==> config.mk <==
export PLATFORM = sky130hd
export DESIGN_NAME = uvs_div
export DESIGN_NICKNAME = d
export VERILOG_FILES = /design/src/rtl/assert_macros.svh /design/src/rtl/uvs_pkg.sv /design/src/rtl/uvs_div.sv
export SDC_FILE = /design/constraint.sdc
export NUM_CORES = 1
export LEC_CHECK = 0
export ABC_AREA = 1
export BUFFER_PORTS_ARGS = -buffer_cell sky130_fd_sc_hd__buf_4
export CAP_MARGIN = 20
export CELL_PAD_IN_SITES_DETAIL_PLACEMENT = 0
export CELL_PAD_IN_SITES_GLOBAL_PLACEMENT = 1
export CORE_ASPECT_RATIO = 0.8
export CORE_MARGIN = 1.5
export CORE_UTILIZATION = 25
export CTS_BUF_LIST = sky130_fd_sc_hd__clkbuf_2 sky130_fd_sc_hd__clkbuf_4 sky130_fd_sc_hd__clkbuf_8
export DETAILED_ROUTE_END_ITERATION = 16
export GPL_TIMING_DRIVEN = 0
export PLACE_DENSITY = 0.56
export SETUP_SLACK_MARGIN = 0.3
export SYNTH_ARGS = -nofsm -noshare
export SYNTH_HDL_FRONTEND = slang
export SYNTH_SLANG_ARGS = --single-unit
==> constraint.sdc <==
create_clock -name clk -period 9.2 [get_ports clk]
set_input_delay 0.46 -clock clk [delete_from_list [all_inputs] [get_ports clk]]
set_output_delay 0.46 -clock clk [all_outputs]
set_load 0.1 [all_outputs]
==> src/rtl/assert_macros.svh <==
// Assertion helpers for the RTL; all checks sample on clk and
// stay quiet while rst_n is low.
`ifndef ASSERT_MACROS_SVH
`define ASSERT_MACROS_SVH

// Same-cycle implication.
`define UVS_ASSERT_NOW(label, ante, cons, msg) \
  label: assert property (@(posedge clk) disable iff (!rst_n) (ante) |-> (cons)) \
    else $error(msg);

// Next-cycle implication.
`define UVS_ASSERT_NEXT(label, ante, cons, msg) \
  label: assert property (@(posedge clk) disable iff (!rst_n) (ante) |=> (cons)) \
    else $error(msg);

`endif

==> src/rtl/uvs_pkg.sv <==
// ---------------------------------------------------------------------------
// uvs_pkg
// Types, constants and arithmetic helpers for the UV-sphere cell tessellator.
// ---------------------------------------------------------------------------
package uvs_pkg;

  localparam int MAX_DIVISIONS = 1024;

  // Register indexes
  localparam logic REG_RING_COUNT  = 1'b0;
  localparam logic REG_SLICE_COUNT = 1'b1;

  // Result status codes
  localparam logic [1:0] ST_OK        = 2'd0;
  localparam logic [1:0] ST_BAD_COUNT = 2'd1;
  localparam logic [1:0] ST_BAD_INDEX = 2'd2;

  // Quadrant codes of a phase
  localparam logic [1:0] QUAD_0 = 2'd0;
  localparam logic [1:0] QUAD_1 = 2'd1;
  localparam logic [1:0] QUAD_2 = 2'd2;
  localparam logic [1:0] QUAD_3 = 2'd3;

  // Divider: integer step plus 32 fraction bits, four bits per stage
  localparam int DIV_BITS   = 4;
  localparam int DIV_STAGES = 32 / DIV_BITS;

  // CORDIC: 30 steps, two per stage
  localparam int CORDIC_STEPS     = 30;
  localparam int CORDIC_PER_STAGE = 2;
  localparam int CORDIC_STAGES    = CORDIC_STEPS / CORDIC_PER_STAGE;
  localparam logic signed [33:0] CORDIC_X0 = 34'sd652032874;

  localparam logic signed [31:0] ATAN_TURNS [CORDIC_STEPS] = '{
    32'sd536870912, 32'sd316933406, 32'sd167458907, 32'sd85004756,
    32'sd42667331,  32'sd21354465,  32'sd10679838,  32'sd5340245,
    32'sd2670163,   32'sd1335087,   32'sd667544,    32'sd333772,
    32'sd166886,    32'sd83443,     32'sd41722,     32'sd20861,
    32'sd10430,     32'sd5215,      32'sd2608,      32'sd1304,
    32'sd652,       32'sd326,       32'sd163,       32'sd81,
    32'sd41,        32'sd20,        32'sd10,        32'sd5,
    32'sd3,         32'sd1
  };

  typedef struct packed {
    logic signed [31:0] center_x;
    logic signed [31:0] center_y;
    logic signed [31:0] center_z;
    logic [30:0]        sphere_radius;
    logic [31:0]        color_word;
    logic [1:0]         status;
  } uvs_side_t;

  // floor((a*b + 2^29) / 2^30)
  function automatic logic signed [33:0] mul_q30(input logic signed [33:0] a,
                                                  input logic signed [33:0] b);
    logic signed [67:0] p;
    p = 68'(a * b) + (68'sd1 <<< 29);
    return p[63:30];
  endfunction

  function automatic logic signed [31:0] sat32(input logic signed [34:0] v);
    logic signed [31:0] r;
    if (v[34:31] == 4'b0000 || v[34:31] == 4'b1111) begin
      r = v[31:0];
    end else if (v[34]) begin
      r = 32'sh8000_0000;
    end else begin
      r = 32'sh7fff_ffff;
    end
    return r;
  endfunction

endpackage

==> src/rtl/uvs_div.sv <==
// ---------------------------------------------------------------------------
// uvs_div
// Pipelined long division num * 2^32 / den: integer bit and 32 fraction bits.
// ---------------------------------------------------------------------------
module uvs_div import uvs_pkg::*; (
  input  logic        clk,
  input  logic        en,
  input  logic [10:0] num,
  input  logic [10:0] den,
  output logic [32:0] quo      // {integer bit, fraction[31:0]}
);

  logic [10:0] rem_r [DIV_STAGES];
  logic [32:0] quo_r [DIV_STAGES];

  for (genvar s = 0; s < DIV_STAGES; s++) begin : g_stage
    logic [10:0] rem_in;
    logic [32:0] quo_in;
    logic [10:0] rem_nxt;
    logic [32:0] quo_nxt;
    logic [11:0] dbl;

    if (s == 0) begin : g_first
      // integer part of num / den
      assign rem_in = (num >= den) ? 11'(num - den) : num;
      assign quo_in = {32'd0, (num >= den)};
    end else begin : g_rest
      assign rem_in = rem_r[s-1];
      assign quo_in = quo_r[s-1];
    end

    always_comb begin
      rem_nxt = rem_in;
      quo_nxt = quo_in;
      dbl     = '0;
      for (int b = 0; b < DIV_BITS; b++) begin
        dbl = {rem_nxt, 1'b0};
        if (dbl >= {1'b0, den}) begin
          rem_nxt = 11'(dbl - {1'b0, den});
          quo_nxt = {quo_nxt[31:0], 1'b1};
        end else begin
          rem_nxt = dbl[10:0];
          quo_nxt = {quo_nxt[31:0], 1'b0};
        end
      end
    end

    always_ff @(posedge clk) begin
      if (en) begin
        rem_r[s] <= rem_nxt;
        quo_r[s] <= quo_nxt;
      end
    end
  end

  assign quo = quo_r[DIV_STAGES-1];

endmodule

==> results.md, run 1 <==
- CTS root buf: clkbuf_8
- Post-Route WL: between 80000 and 90000 um
- Crit Path Category: primary input to register
- Final hold violations: 0
- Pin count of the biggest net entering global routing: between 90 and 100
- Unrepaired setup endpoints after global routing: no
- Cell variety after synth: between 60 and 70
- Final TNS setup: 0 ns
- Slew Limit Fails: 0
- CTS tree: built
- Initial antenna violation count: 1
- Mapped cell area: roughly 26000 um^2
- Sequential area share after synthesis: roughly a quarter
- Worst hold slack: 0.231 ns
- Initial Utilization: about a quarter
- Pre-CTS setup slack: -2.38 ns
- EDFF count, synth: 229
- Top FF cell, synth: edfxtp_1
- CTS Hold Bufs: 0
- Worst setup EP type: register
- Yosys warns: 0
- Net Count, Synth: between 3000 and 4000
- Die H: a little under 300 um
- Crit path DAT: 8.77 ns
- Num rows: around 110
- Final HPWL DP: around 60000 um
- Vias in the first global route: between 20000 and 25000
- Final core utilization: 29.3%
- F_max: 119 MHz
- Grt total ovfl: 0
- Bufs on Longest Clock Path: 3
- Status: finished clean
- Worst path most repeated cell: nand2_1
- Min-delay worst type: primary input to register
- Final Net Count: about 4100
- Setup Skew: ~0.041 ns
- Area of the die: roughly 110000 um^2
- Routability cong.: a little over 0.8
- Instance count of the mapped netlist: roughly 3600
- TritonCTS Buffers: 47
- Global-route wire length before repair: 126000 um
- Worst EP required: approximately 9.6 ns
- Crit-path max FO: 12
- 1st-iter DRT viols: approximately 1300
- DR vias: roughly 23000
- I/O Buffers: 56
- Startpoint Class: primary input
- CTS H-tree depth: 2
- Crit path max-delay cell type: fa_1
- Tot GR Track Use: 14.7%
- Worst Max-Slew Pin Slew: between 1 and 1.5 ns
- Final worst setup slack: between 0.8 and 0.9 ns
- Core area: about 100000 um^2
- Clock sinks: 229
- # IOs: 57
- Die X: ~370 um
- Share of flip-flops with an asynchronous set or reset: 0%
- Worst skew pair latency: around 0.65 ns
- DR WL/cell: 15.8 um
- Period minus WS final: between 8 and 9 ns
- Worst path max stage delay: 0.52 ns
- Setup violators final: 0
- Layout cells sized above 1: between 10% and 20%
- Flops & latches, synth: around 230
- DRT antenna net count: 0
- Mapped Avg Cell Area: 7.41 um^2
- First-pass detailed-route iteration total: 7
- Worst-path clk slew: 0.06 ns
- Number of vias per cell: 4.53
- Area growth, synth to finish: 15.7%
- Max-Cap Viols: 0
- Post-route clock period utilization: 91.1%
- Drc violations: 0
- Relative slew slack: 28.6%
==> worst paths after layout <==
check / start / end / slack (ns) / cells past startpoint
setup / recovery: den[0] / rem_r[1][4]$_DFFE_PP_ / 0.82 / 54
hold / removal: en / quo_r[1][119]$_DFFE_PP_ / 0.23 / 1
setup reg to reg: rem_r[4][2]$_DFFE_PP_ / rem_r[5][0]$_SDFFCE_PP0P_ / 1.35 / 47
hold reg to reg: quo_r[1][46]$_DFFE_PP_ / quo_r[1][83]$_DFFE_PP_ / 0.40 / 0
==> kinds of logic after synthesis <==
kind of cell	count (synthesis)	synth area share (%)
and+or+nand+nor	1632	26.9
AOI/OAI and AO/OA	608	13.7
buffers and inverters	485	7.73
adders and majority gates	347	16.7
xor gates and xnor gates	271	8.97
DFF	229	26.0
==> final cells by class <==
type,instances,area (um^2)
fill,11300,74000
multi-input combinational,2858,17700
sequential,229,6880
tap,1404,1760
inverter,423,1730
timing repair buffer,104,1020
clock buffer,55,713
buffer,62,537
clock inverter,28,264
antenna,1,2.50
==> critical path: cells and delay by family <==
family / cells / cell delay (ns)
simple gates: 21 / 2.09
compound gates: 13 / 2.21
fa+ha+maj: 4 / 1.44
buf+inv: 16 / 2.48
==> Yosys cell counts (all sizes together) (7+ instances only) <==
cell type	count	share of area, %
nand4	36	0.88
buf	61	1.7
o21ai	218	4.4
o2111ai	7	0.23
a21oi	282	5.8
o21bai	21	0.67
edfxtp	229	26
inv	423	6.0
xor2	168	5.6
o21a	10	0.28
o211ai	14	0.45
nor2	189	3.2
fa	9	0.68
o31ai	16	0.54
ha	338	16
a21o	7	0.20
or2	23	0.56
nor3	39	0.78
xnor2	103	3.4
a31oi	11	0.36
nand3	287	6.0
nand2	1044	15
==> repair_timing <==
item / CTS / global route
cloned: 1 / 2
buffers inserted: 3 / 32
pin swaps: 2 / 15
setup endpoints to repair: 85 / 84
resized for setup: 49 / 81
==> state kept, by name (all words and copies together) (netlist names) <==
name,flops
rem_r,77
quo_r,152
==> layer usage <==
layer	vias to the layer above	global-route usage (%)	routed length, um
li1	12400	-	-
met1	10600	21.5	42700
met2	341	22.8	34400
met3	78	1.90	3130
met4	0	3.52	1550
met5	-	0	0
==> cell usage in the layout, fill, tap and decap left out, drive strengths merged, types with 36 or more instances in the layout <==
cell type / netlist / final
xor2: 168 / 168
xnor2: 103 / 103
nand3: 287 / 287
nand4: 36 / 36
nor2: 189 / 189
nor3: 39 / 39
buf: 61 / 159
clkbuf: 1 / 61
ha: 338 / 338
inv: 423 / 422
o21ai: 218 / 218
nand2: 1044 / 1044
a21oi: 282 / 282
edfxtp: 229 / 229
==> metrics by stage <==
step / std cells / cell area (um^2)
final: 5164 / 30600
after global routing: 5164 / 30600
after CTS: 5129 / 30100
after detailed placement: 5042 / 28900
after global placement: 5032 / 28600
after floorplan: 3572 / 26500
Power of run 1 is left out: the tool's default activity adds up to more than one toggle a clock period on the data nets, which glitch-free logic cannot reach.
==> run 2: changes to the inputs <==
- ABC_AREA: 1 -> unset
- PLACE_DENSITY: 0.56 -> 0.54
==> run 2 against run 1 <==
Against the previous run: the flow now finishes with violations (setup timing); non-clock buffer count grew 212; highest routed layer unchanged; sequential share of layout area shrank 2.0 points; wire length grew 9.2%; flip-flop and latch count is the same; largest cell class unchanged; critical path depth is the same; count of clock-buffer cells in the layout shrank 1; clock skew grew 0.026 ns; core utilization grew 3.9 points; hold slack gained 0.025 ns.
==> results.md, run 2 <==
- Drc violations: 0 (unchanged)
- Instance count of the mapped netlist: 2869 (-20%)
- Hold Path Stages: 1 (unchanged)
- Period minus WS final: 9.51 ns (+1.14 ns)
- Final worst setup slack: -0.313 ns (-1.14 ns)
- Share of flip-flops with an asynchronous set or reset: 0% (unchanged)
- Worst-path clk slew: 0.06 ns (about the same)
- Top reg by flops: quo_r
- Die H: 289 um (-1.5%)
- Setup Skew: 0.0668 ns (+0.0257 ns)
- Clock sinks: 229 (unchanged)
- CTS Hold Bufs: 0 (unchanged)
- Setup violators final: 23 (+23)
- Worst EP required: 9.62 ns (+0.02 ns)
- Core area: 101000 um^2 (-3.4%)
- Area growth, synth to finish: 30.8%
- Sequential cell area: 6880 um^2 (unchanged)
- Final HPWL DP: 61500 um (+2.3%)
- Mapped cell area: 25600 um^2 (-3.1%)
- Top FF cell, synth: edfxtp_1
- Top post-synthesis cells by area: edfxtp_1, ha_1, a21oi_1, mux2_2, o21ai_0
- Crit path DAT: 9.94 ns (+1.17 ns)
- Largest regs: quo_r (152), rem_r (77)
- Yosys top cell by area: edfxtp_1
- F_max: 105 MHz (-12%)
- Worst Max-Slew Pin Slew: 1.21 ns (+0.140 ns)
- Crit path max-delay cell type: a311o_1
- Global-route wire length before repair: 135000 um (+7.4%)
- I/O Buffers: 56 (unchanged)
- Crit path depth: 54 (unchanged)
- Pin count of the biggest net entering global routing: 104 (+5.1%)
- Max-Cap Viols: 0 (unchanged)
- CTS root buf: clkbuf_8
- Most frequent cells in the layout: ha_1, buf_4, nor2_1
- CTS H-tree depth: 2 (unchanged)
- DRT antenna net count: 0 (unchanged)
- Min-delay worst type: primary input to register
- CP bufs+invs: 13 (-3)
- Grt total ovfl: 0 (unchanged)
- Unrepaired setup endpoints after global routing: yes
- Max reg flops: 152 (unchanged)
- Worst setup EP type: register
- Post-synth top cells: ha_1, nor2_1, edfxtp_1
- Crit-path max FO: 7 (-5)
- DR vias: 23300 (-0.42%)
- Num rows: 104 (-1.9%)
- Fillers: 10400 (-8.1%)
- Startpoint Class: primary input
- Multi-input logic area: 19700 um^2 (+11%)
- Top delay family on crit path: compound AO/OA/AOI/OAI gates
- Area of the die: 104000 um^2 (-3.1%)
- EDFF count, synth: 229 (unchanged)
- Crit Path Category: primary input to register
- Final core utilization: 33.2% (+3.9 points)
- Worst hold slack: 0.256 ns (+0.0248 ns)
- Post-Route WL: 89300 um (+9.2%)
- Failing checks: setup timing
- TritonCTS Buffers: 46 (-2.1%)
- Vias in the first global route: 22100 (-0.79%)
- Bufs on Longest Clock Path: 3 (unchanged)
- Slew Limit Fails: 0 (unchanged)
- DR WL/cell: 19.4 um (+22%)
- Relative slew slack: 19.2% (-9.4 points)
- Tot GR Track Use: 16.6% (+1.8 points)
- Pre-CTS setup slack: -4.68 ns (-2.30 ns)
- Mapped Avg Cell Area: 8.93 um^2 (+21%)
- Initial Utilization: 25.4% (+0.075 points)
- Most common cell in the synthesized netlist: ha_1
- Placed cells: 4261 (-15%)
- First-pass detailed-route iteration total: 8 (+1)
- Share of the synthesized area in the top cell type: 26.8% (+0.83 points)
- # IOs: 57 (unchanged)
- Layout cells sized above 1: 27.0% (+16 points)
- Routability cong.: 0.800 (-2.2%)
- Worst skew pair latency: 0.69 ns (+0.04 ns)
- CTS tree: built
- R2R cell count: 40 (-15%)
- Worst path max stage delay: 0.35 ns (-0.17 ns)
- Number of vias per cell: 5.06 (+12%)
- Post-route clock period utilization: 103% (+12 points)
- Yosys warns: 0 (unchanged)
- Net Count, Synth: 3240 (-18%)
- Flops & latches, synth: 229 (unchanged)
- Initial antenna violation count: 3 (+2)
- Cell variety after synth: 105 (+59%)
- Sequential area share after synthesis: 26.8% (+0.83 points)
- Die X: 361 um (-1.5%)
- Final hold violations: 0 (unchanged)
- Leading cell type in the layout, fill and taps excluded: ha_1
- Non-filler instance count after layout: 4603 (-11%)
- Final Net Count: 3611 (-12%)
- Status: finished with violations
- 1st-iter DRT viols: 1545 (+21%)
-- run 2: routing by layer --
| layer | GRT usage (%) | wire length (um) |
|---|---|---|
| met5 | 0 | 0 |
| met4 | 2.91 | 1210 |
| met3 | 1.92 | 3670 |
| met2 | 24.0 | 36100 |
| met1 | 26.0 | 48300 |
-- run 2: worst register-to-register path: cells and delay by family (launching register included) --
family / cells / cell delay (ns)
compound gates: 27 / 5.77
fa+ha+maj: 4 / 1.18
mux: 3 / 0.81
buf+inv: 5 / 0.63
flops: 1 / 0.46
simple gates: 1 / 0.19
-- run 2: timing repair --
action,4_1_cts,5_1_grt
buffers inserted,174,73
pin swaps,114,85
setup endpoints to repair,91,85
gates cloned,7,2
hold endpoints to repair,0,0
resized for setup,295,169
-- run 2: cell type report --
cell class	count	share of cell area [%]
repair buffers	322	8.44
inverters	183	2.40
flip-flops and latches	229	20.5
diodes	2	0.0149
well taps	1325	4.94
plain buffers	56	1.99
clock buffers	54	2.07
multi-input cells	2401	58.8
repair inverters	1	0.0336
clock inverters	30	0.829
-- run 2: stage by stage --
step	TNS (ns)	instance area [um^2]
floorplan	-39.41	26100
global placement	-308.47	28200
detailed placement	-284.29	28500
CTS	-3.52	32300
global route	-14.73	33500
finish	-4.60	33500
-- run 2: worst paths after layout --
| check | start | end | slack, ns |
|---|---|---|---|
| worst max-delay path | den[1] | rem_r[0][5]$_DFFE_PP_ | -0.31 |
| worst min-delay path | en | quo_r[1][44]$_DFFE_PP_ | 0.26 |
| worst max register to register | rem_r[0][0]$_SDFFCE_PN0P_ | rem_r[1][4]$_DFFE_PP_ | -0.09 |
| worst min register to register | quo_r[1][40]$_DFFE_PP_ | quo_r[1][77]$_DFFE_PP_ | 0.41 |
-- run 2: cell families after synthesis --
group                      count (synthesis)  synth area share, %
buffers and inverters                    239                 3.67
DFF                                      229                 26.8
AOI/OAI and AO/OA                        931                 24.8
adders and majority gates                347                 17.2
and+or+nand+nor                          806                 15.4
xor gates and xnor gates                 187                 6.39
muxes                                    130                 5.67
Power of run 2 is left out for the same reason.
